## config.mk

```make
export PLATFORM = sky130hd
export DESIGN_NAME = midpoint_line_rasterizer
export DESIGN_NICKNAME = d
export VERILOG_FILES = /design/src/design/mlr_pkg.sv /design/src/design/midpoint_line_rasterizer.sv
export SDC_FILE = /design/constraint.sdc
export NUM_CORES = 1
export LEC_CHECK = 0
export BUFFER_PORTS_ARGS = -buffer_cell sky130_fd_sc_hd__buf_2
export CAP_MARGIN = 20
export CORE_MARGIN = 1.5
export CORE_UTILIZATION = 55
export DETAILED_ROUTE_END_ITERATION = 10
export PLACE_DENSITY = 0.77
export SLEW_MARGIN = 20
export SYNTH_ARGS = -nofsm -noshare
export SYNTH_HDL_FRONTEND = slang
export SYNTH_SLANG_ARGS = --single-unit
```

## constraint.sdc

```tcl
create_clock -name clk -period 15.75 [get_ports clk]
set_clock_uncertainty 0.2 [all_clocks]
set_input_delay 2.3625 -clock clk [delete_from_list [all_inputs] [get_ports clk]]
set_output_delay 2.3625 -clock clk [all_outputs]
set_load 0.01 [all_outputs]
```

## src/design/mlr_pkg.sv

```systemverilog
`timescale 1ns / 1ps
// Package for the midpoint line rasterizer: the opcode carried in the input tuser.
// No dependencies; the top level and the checker import it.
package mlr_pkg;

  typedef enum logic {
    OP_LOAD = 1'b0,
    OP_STEP = 1'b1
  } mlr_op_t;

endpackage

```

## src/design/midpoint_line_rasterizer.sv

```systemverilog
`timescale 1ns / 1ps
// Midpoint line rasterizer, all octants. A stepped pixel is registered in the output
// register, or in the skid stage while the output stalls. Throughput: one input transfer
// per cycle while the skid stage is empty; the midpoint update (one compare and two adds
// on the decision term) sits between the walk state registers and the output register.
// A skid stage keeps in_tready high for one extra result while the output stalls. Reset
// (rst_n low, synchronous) drops any loaded line and empties both output stages.
module midpoint_line_rasterizer #(
  parameter int COORD_BITS = 11
) (
  input  logic                                         clk,
  input  logic                                         rst_n,
  // Input channel.
  input  logic                                         in_tvalid,
  output logic                                         in_tready,
  // From bit 0 up: start_x, start_y, end_x, end_y, then zero padding.
  input  logic [((4*COORD_BITS+7)/8)*8-1:0]            in_tdata,
  // Bit 0: opcode (load endpoints or step).
  input  mlr_pkg::mlr_op_t                             in_tuser,
  // Result channel.
  output logic                                         out_tvalid,
  input  logic                                         out_tready,
  // From bit 0 up: pixel_x, pixel_y, then zero padding.
  output logic [((2*COORD_BITS+7)/8)*8-1:0]            out_tdata,
  // last_pixel.
  output logic                                         out_tlast
);
  import mlr_pkg::*;

  localparam int N    = COORD_BITS;
  localparam int W    = COORD_BITS + 1;   // walk coordinates, x may be mirrored
  localparam int DW   = COORD_BITS + 3;   // decision term
  localparam int ITW  = ((4*COORD_BITS+7)/8)*8;
  localparam int OTW  = ((2*COORD_BITS+7)/8)*8;

  // Walk state.
  logic signed [W-1:0]  walk_x_r, walk_y_r, stop_coord_r;
  logic        [N-1:0]  delta_x_r, delta_y_r;
  logic signed [DW-1:0] decision_r;
  logic                 mirrored_r, x_major_r, first_pending_r, active_r;

  // Output register and skid stage.
  logic                 out_valid_r, skid_valid_r;
  logic [N-1:0]         out_x_r, out_y_r, skid_x_r, skid_y_r;
  logic                 out_last_r, skid_last_r;

  logic                 in_xfer, do_load, do_step;

  assign in_tready = !skid_valid_r;
  assign in_xfer   = in_tvalid && in_tready;
  assign do_load   = in_xfer && (in_tuser == OP_LOAD);
  assign do_step   = in_xfer && (in_tuser == OP_STEP) && active_r;

  // Load setup: sign-extend the endpoints to walk width and work out the octant.
  logic signed [W-1:0]  ax, ay, bx, by, ax_m, bx_m, ddx, ddy, abs_dx, abs_dy;
  logic        [N-1:0]  ld_dx, ld_dy;
  logic                 ld_mirror, ld_xmaj, ld_swap;
  logic signed [W-1:0]  ld_wx, ld_wy, ld_stop;
  logic signed [DW-1:0] ld_dec;

  always_comb begin
    ax = W'(signed'(in_tdata[N-1:0]));
    ay = W'(signed'(in_tdata[2*N-1:N]));
    bx = W'(signed'(in_tdata[3*N-1:2*N]));
    by = W'(signed'(in_tdata[4*N-1:3*N]));
    ddx = ax - bx;
    ddy = ay - by;
    abs_dx = ddx[W-1] ? -ddx : ddx;
    abs_dy = ddy[W-1] ? -ddy : ddy;
    ld_dx = abs_dx[N-1:0];
    ld_dy = abs_dy[N-1:0];
    // A negative slope is walked with x mirrored so the minor axis always rises.
    ld_mirror = (ddx != '0) && (ddy != '0) && (ddx[W-1] != ddy[W-1]);
    ax_m = ld_mirror ? -ax : ax;
    bx_m = ld_mirror ? -bx : bx;
    ld_xmaj = (ld_dx != '0) && (ld_dy <= ld_dx);
    if (ld_xmaj) begin
      ld_dec  = DW'({ld_dy, 1'b0}) - DW'(ld_dx);
      ld_swap = ax_m > bx_m;
    end else begin
      ld_dec  = DW'({ld_dx, 1'b0}) - DW'(ld_dy);
      ld_swap = ay > by;
    end
    // Start at the endpoint that is lower along the major axis.
    ld_wx = ld_swap ? bx_m : ax_m;
    ld_wy = ld_swap ? by : ay;
    if (ld_xmaj) begin
      ld_stop = ld_swap ? ax_m : bx_m;
    end else begin
      ld_stop = ld_swap ? ay : by;
    end
  end

  // One midpoint step; the first pixel of a line is emitted without stepping.
  logic signed [W-1:0]  st_wx, st_wy, neg_x;
  logic signed [DW-1:0] st_dec, two_dx, two_dy;
  logic                 st_done;
  logic [N-1:0]         st_px;

  always_comb begin
    two_dx = DW'({delta_x_r, 1'b0});
    two_dy = DW'({delta_y_r, 1'b0});
    st_wx  = walk_x_r;
    st_wy  = walk_y_r;
    st_dec = decision_r;
    if (!first_pending_r) begin
      if (x_major_r) begin
        st_wx = walk_x_r + W'(1);
        if (decision_r[DW-1]) begin
          st_dec = decision_r + two_dy;
        end else begin
          st_wy  = walk_y_r + W'(1);
          st_dec = decision_r + two_dy - two_dx;
        end
      end else begin
        st_wy = walk_y_r + W'(1);
        if (decision_r[DW-1]) begin
          st_dec = decision_r + two_dx;
        end else begin
          st_wx  = walk_x_r + W'(1);
          st_dec = decision_r + two_dx - two_dy;
        end
      end
    end
    st_done = x_major_r ? (st_wx >= stop_coord_r) : (st_wy >= stop_coord_r);
    neg_x   = -st_wx;
    st_px   = mirrored_r ? neg_x[N-1:0] : st_wx[N-1:0];
  end

  // Walk state registers.
  always_ff @(posedge clk) begin
    if (!rst_n) begin
      walk_x_r        <= '0;
      walk_y_r        <= '0;
      stop_coord_r    <= '0;
      delta_x_r       <= '0;
      delta_y_r       <= '0;
      decision_r      <= '0;
      mirrored_r      <= 1'b0;
      x_major_r       <= 1'b0;
      first_pending_r <= 1'b0;
      active_r        <= 1'b0;
    end else if (do_load) begin
      walk_x_r        <= ld_wx;
      walk_y_r        <= ld_wy;
      stop_coord_r    <= ld_stop;
      delta_x_r       <= ld_dx;
      delta_y_r       <= ld_dy;
      decision_r      <= ld_dec;
      mirrored_r      <= ld_mirror;
      x_major_r       <= ld_xmaj;
      first_pending_r <= 1'b1;
      active_r        <= 1'b1;
    end else if (do_step) begin
      walk_x_r        <= st_wx;
      walk_y_r        <= st_wy;
      decision_r      <= st_dec;
      first_pending_r <= 1'b0;
      active_r        <= !st_done;
    end
  end

  // Output register with a skid stage. New pixels go to the output register when it
  // is free or being drained, otherwise they park in the skid stage, which then
  // holds off the input until it moves forward.
  logic out_drain;
  assign out_drain = out_valid_r && out_tready;

  always_ff @(posedge clk) begin
    if (!rst_n) begin
      out_valid_r  <= 1'b0;
      skid_valid_r <= 1'b0;
    end else if (skid_valid_r) begin
      if (out_drain) begin
        out_valid_r  <= 1'b1;
        skid_valid_r <= 1'b0;
      end
    end else if (do_step) begin
      if (!out_valid_r || out_tready) begin
        out_valid_r <= 1'b1;
      end else begin
        skid_valid_r <= 1'b1;
      end
    end else if (out_drain) begin
      out_valid_r <= 1'b0;
    end
  end

  always_ff @(posedge clk) begin
    if (skid_valid_r) begin
      if (out_drain) begin
        out_x_r    <= skid_x_r;
        out_y_r    <= skid_y_r;
        out_last_r <= skid_last_r;
      end
    end else if (do_step) begin
      if (!out_valid_r || out_tready) begin
        out_x_r    <= st_px;
        out_y_r    <= st_wy[N-1:0];
        out_last_r <= st_done;
      end else begin
        skid_x_r    <= st_px;
        skid_y_r    <= st_wy[N-1:0];
        skid_last_r <= st_done;
      end
    end
  end

  assign out_tvalid = out_valid_r;
  assign out_tdata  = OTW'({out_y_r, out_x_r});
  assign out_tlast  = out_last_r;

  // Input padding bits above the four coordinates carry nothing.
  if (ITW > 4*N) begin : g_pad
    logic unused_pad;
    assign unused_pad = ^in_tdata[ITW-1:4*N];
  end

endmodule

```

==> summary.md <==
| Metric | Value |
|---|---|
| IO Port Bufs | `73` |
| Hold Crit Start | `stop_coord_r[1]$_SDFFE_PN0P_` |
| DIE WIDTH | `162 µm` |
| Mapped cell area | `13900 µm²` |
| Post-Synth XOR/XNOR Area | `0.0849` |
| Final antenna-violating net count | `0` |
| Hpwl dp | `30.3 mm` |
| Detailed Routing Iterations Pass 1 | `6` |
| Syn Inst Count | `1752` |
| Sw power | `1.05 mW` |
| Largest family of logic cells by synthesized area | `compound AO/OA/AOI/OAI gates` |
| Post-synth EDFFs | `46` |
| Netlist cell types | `95` |
| Post-synthesis compound-gate area fraction | `0.228` |
| CP arrival | `9.59 ns` |
| Die height | `162 µm` |
| Depth of the worst hold-timing path | `2` |
| Nets | `1955` |
| DRC Markers | `0` |
| Pleak | `6.22 nW` |
| Reg-to-Reg End | `decision_r[13]$_SDFFE_PN0P_` |
| R2r setup slk | `10.80 ns` |
| Rel. slew slack | `0.288` |
| Vias | `13.4k` |
| Clk sinks | `123` |
| Global route total overflow | `0` |
| Vias in the first global route | `12.6k` |
| CP delay by family, top | `compound AO/OA/AOI/OAI gates` |
| Share of cells above drive strength 1 | `0.112` |
| Crit path required time | `15.83 ns` |
| Setup CP Type | `input pin to register` |
| Flops & latches, synth | `123` |
| Logic pwr share | `0.639` |
| Final WL | `40.0 mm` |
| Area Overhead vs Synth | `7.96%` |
| Clock-pin slew on the worst setup and hold paths | `0.06 ns` |
| CP endpoint kind | `register` |
| Post-CTS Setup Inserts | `0` |
| Finish-stage setup viols | `0` |
| Clk root buf | `clkbuf_16` |
| Asr flop ratio synth | `0` |
| CTS resizes | `0` |
| CTS Buf Count | `17` |
| Largest net degree at the start of global routing | `93` |
| Slew Limit Fails | `0` |
| Reg2reg path depth | `15` |
| Wire per inst | `19.1 µm` |
| First-pass GRT wire length | `64.8 mm` |
| CP Buf/Inv Count | `2` |
| Final number of hold-violating endpoints | `0` |
| Max-Cap Viols | `0` |
| Simple-gate share of the synthesized area | `0.224` |
| Critical path, cell by cell | `buf_2 > inv_1 > ha_1 > fa_1 > ha_1 > nand3_1 > mux2_4 > a211oi_4 > nand4_2 > or2_0 > a311o_1 > a311oi_1 > ha_1 > o211ai_1 > nor2_1 > a2111oi_0 > o21ai_0 > a31oi_1 > o22a_1 > a31oi_2 > nand2_1 > o311ai_0` |
| CP most frequent cell | `ha_1` |
| Fillers | `2216` |
| Max Freq | `105 MHz` |
| Status | `completed` |
| GRT Util Overall | `0.307` |
| Core Footprint | `24500 µm²` |
| Flop pwr share | `0.188` |
| Internal | `1.15 mW` |
| Setup WS pre-CTS | `5.78 ns` |
| GP Congestion | `0.907` |
| CTS Hold Buffers Added | `0` |
| Mux share of post-synthesis cell area | `0.0525` |
| I/O pin total | `80` |
| Final hold slack | `0.298 ns` |
| Slowest stage delay, CP | `0.72 ns` |
| Post-layout min period | `9.51 ns` |
| Register area share after synthesis | `0.210` |
| Die area | `26200 µm²` |
| Initial antenna violation count | `1` |
| H-tree level count | `4` |
| Yosys warns | `0` |
| Setup ws final | `6.24 ns` |
| Switch share | `0.479` |
| RSZ-0062 raised after global routing | `false` |
| Period utilization | `0.604` |
| Setup TNS | `0 ns` |
| Adder-cell share of the synthesized area | `0.137` |
| Measured slew at the worst slew-check pin | `1.06 ns` |
| Via density | `6.42` |
| Critical R2R Launch | `delta_y_r[0]$_SDFFE_PN0P_` |
| CTS tree | `built` |
| Pwr dens | `147 nW/µm²` |
| Initial DRC Count | `1187` |
| Clk_lat worst skew | `0.43 ns` |
| Mapped Avg Cell Area | `7.93 µm²` |
| Initial Util | `0.566` |
| Clk buf depth | `2` |
| Maximum vdd ir drop | `0.0819 mV` |
| Clk pwr share | `0.173` |
| Worst path slowest cell | `o22a_1` |
| WHS Endpoint | `stop_coord_r[1]$_SDFFE_PN0P_` |
| CP Max Fanout | `20` |
| Worst min path class | `register to register` |
| Final Util | `0.611` |
| Number of core rows | `57` |
| Primary FF master, synth | `dfxtp_1` |
| CP Launch Type | `input pin` |
cell usage after synthesis, types with 13 or more instances:
library cell | number | share of area
dfxtp_1 | 77 | 0.11
o211ai_1 | 25 | 0.014
a31oi_1 | 15 | 0.0068
nor2b_1 | 21 | 0.0095
or4_1 | 17 | 0.0092
nor4_1 | 41 | 0.018
xnor2_1 | 75 | 0.047
nor3_1 | 75 | 0.027
o31ai_1 | 14 | 0.0076
and3_1 | 16 | 0.0072
a21oi_1 | 75 | 0.027
ha_1 | 139 | 0.13
nand4_1 | 13 | 0.0059
xor2_1 | 56 | 0.035
clkbuf_1 | 80 | 0.022
a311o_1 | 16 | 0.012
nand2_1 | 152 | 0.041
mux2i_1 | 23 | 0.017
inv_1 | 113 | 0.031
a21o_1 | 33 | 0.018
nor2_1 | 129 | 0.035
a211oi_1 | 55 | 0.030
nand3_1 | 89 | 0.032
o21ai_0 | 74 | 0.027
buf_2 | 13 | 0.0047
edfxtp_1 | 46 | 0.099
nand2b_1 | 16 | 0.0072
o21a_1 | 17 | 0.0092
mux2_2 | 25 | 0.020
worst min-delay path: stages, from the launching register on:
cell	delay [ns]
dfxtp_1	0.33
nand3_1	0.07
o31ai_1	0.06
sequential cells by signal (all words and copies together), names as in the netlist, 11 cells and up:
register	cells
walk_y_r	12
stop_coord_r	12
skid_x_r	11
skid_y_r	11
out_y_r	11
decision_r	13
walk_x_r	12
delta_x_r	11
delta_y_r	11
out_x_r	11
layer usage:
metal / GRT usage / share of wire / vias up / routed length [µm]
li1: - / - / 6508 / -
met1: 0.423 / 0.44 / 6229 / 17800
met2: 0.490 / 0.45 / 612 / 17900
met3: 0.0437 / 0.080 / 81 / 3190
met4: 0.108 / 0.029 / 0 / 1160
met5: 0 / 0 / - / 0
power groups by stage:
stage / Combinational, mW / Sequential (mW) / Clock [mW]
after floorplan: 1.07 / 0.405 / 0
after global placement: 1.33 / 0.418 / 0
after detailed placement: 1.36 / 0.419 / 0
after CTS: 1.38 / 0.412 / 0.382
after global routing: 1.55 / 0.418 / 0.395
final: 1.41 / 0.414 / 0.380
cell type report:
class,count,area [µm²],share of cell area
clock inverter,15,143,0.00951
antenna,1,2.50,0.000167
multi-input combinational,1407,10200,0.678
clock buffer,17,425,0.0284
timing repair buffer,91,500,0.0334
tap,324,405,0.0270
sequential,123,2920,0.195
inverter,115,432,0.0288
placed cells by master, fill, tap and decap left out, drive strengths merged, types with 11 or more instances in the layout:
master / count
nand2: 152
ha: 139
nor2: 129
inv: 125
buf: 91
nand3: 89
o21ai: 78
dfxtp: 77
xnor2: 76
nor3: 75
a21oi: 75
xor2: 57
a211oi: 57
edfxtp: 46
nor4: 43
a21o: 33
mux2: 26
o211ai: 25
mux2i: 23
nor2b: 21
or4: 18
o21a: 17
clkbuf: 17
and3: 16
a311o: 16
nand2b: 16
a31oi: 15
o31ai: 14
nand4: 14
a2111oi: 12
or3: 11
or2: 11
metrics by stage:
stage	area [µm²]	std cells	total power, mW
final	15000	2093	2.20
after global routing	15000	2092	2.36
after floorplan	13900	1753	1.47
after global placement	14400	2060	1.75
after CTS	15000	2092	2.17
after detailed placement	14400	2060	1.78
worst max-delay path by stage:
stage	start	end	slack (ns)	cells past startpoint
after CTS	in_tdata[0]	walk_x_r[5]$_SDFFE_PN0P_	6.22	22
after global routing	in_tdata[0]	walk_x_r[5]$_SDFFE_PN0P_	5.89	22
final	in_tdata[0]	walk_x_r[2]$_SDFFE_PN0P_	6.24	22
after floorplan	in_tdata[24]	walk_y_r[1]$_SDFFE_PN0P_	7.42	25
after global placement	in_tdata[0]	walk_x_r[5]$_SDFFE_PN0P_	5.96	22
after detailed placement	in_tdata[0]	walk_x_r[5]$_SDFFE_PN0P_	5.78	22
logic make-up (layout without fill, tap and decap cells):
group | count (synthesis) | in the layout
AO/OA/AOI/OAI | 441 | 441
XOR/XNOR | 133 | 133
buffers and inverters | 223 | 238
flip-flops | 123 | 123
other | 1 | 3
adder cells (fa/ha/maj) | 147 | 147
AND/OR/NAND/NOR | 626 | 626
multiplexers | 58 | 58
(Power assumes the default switching activity.)
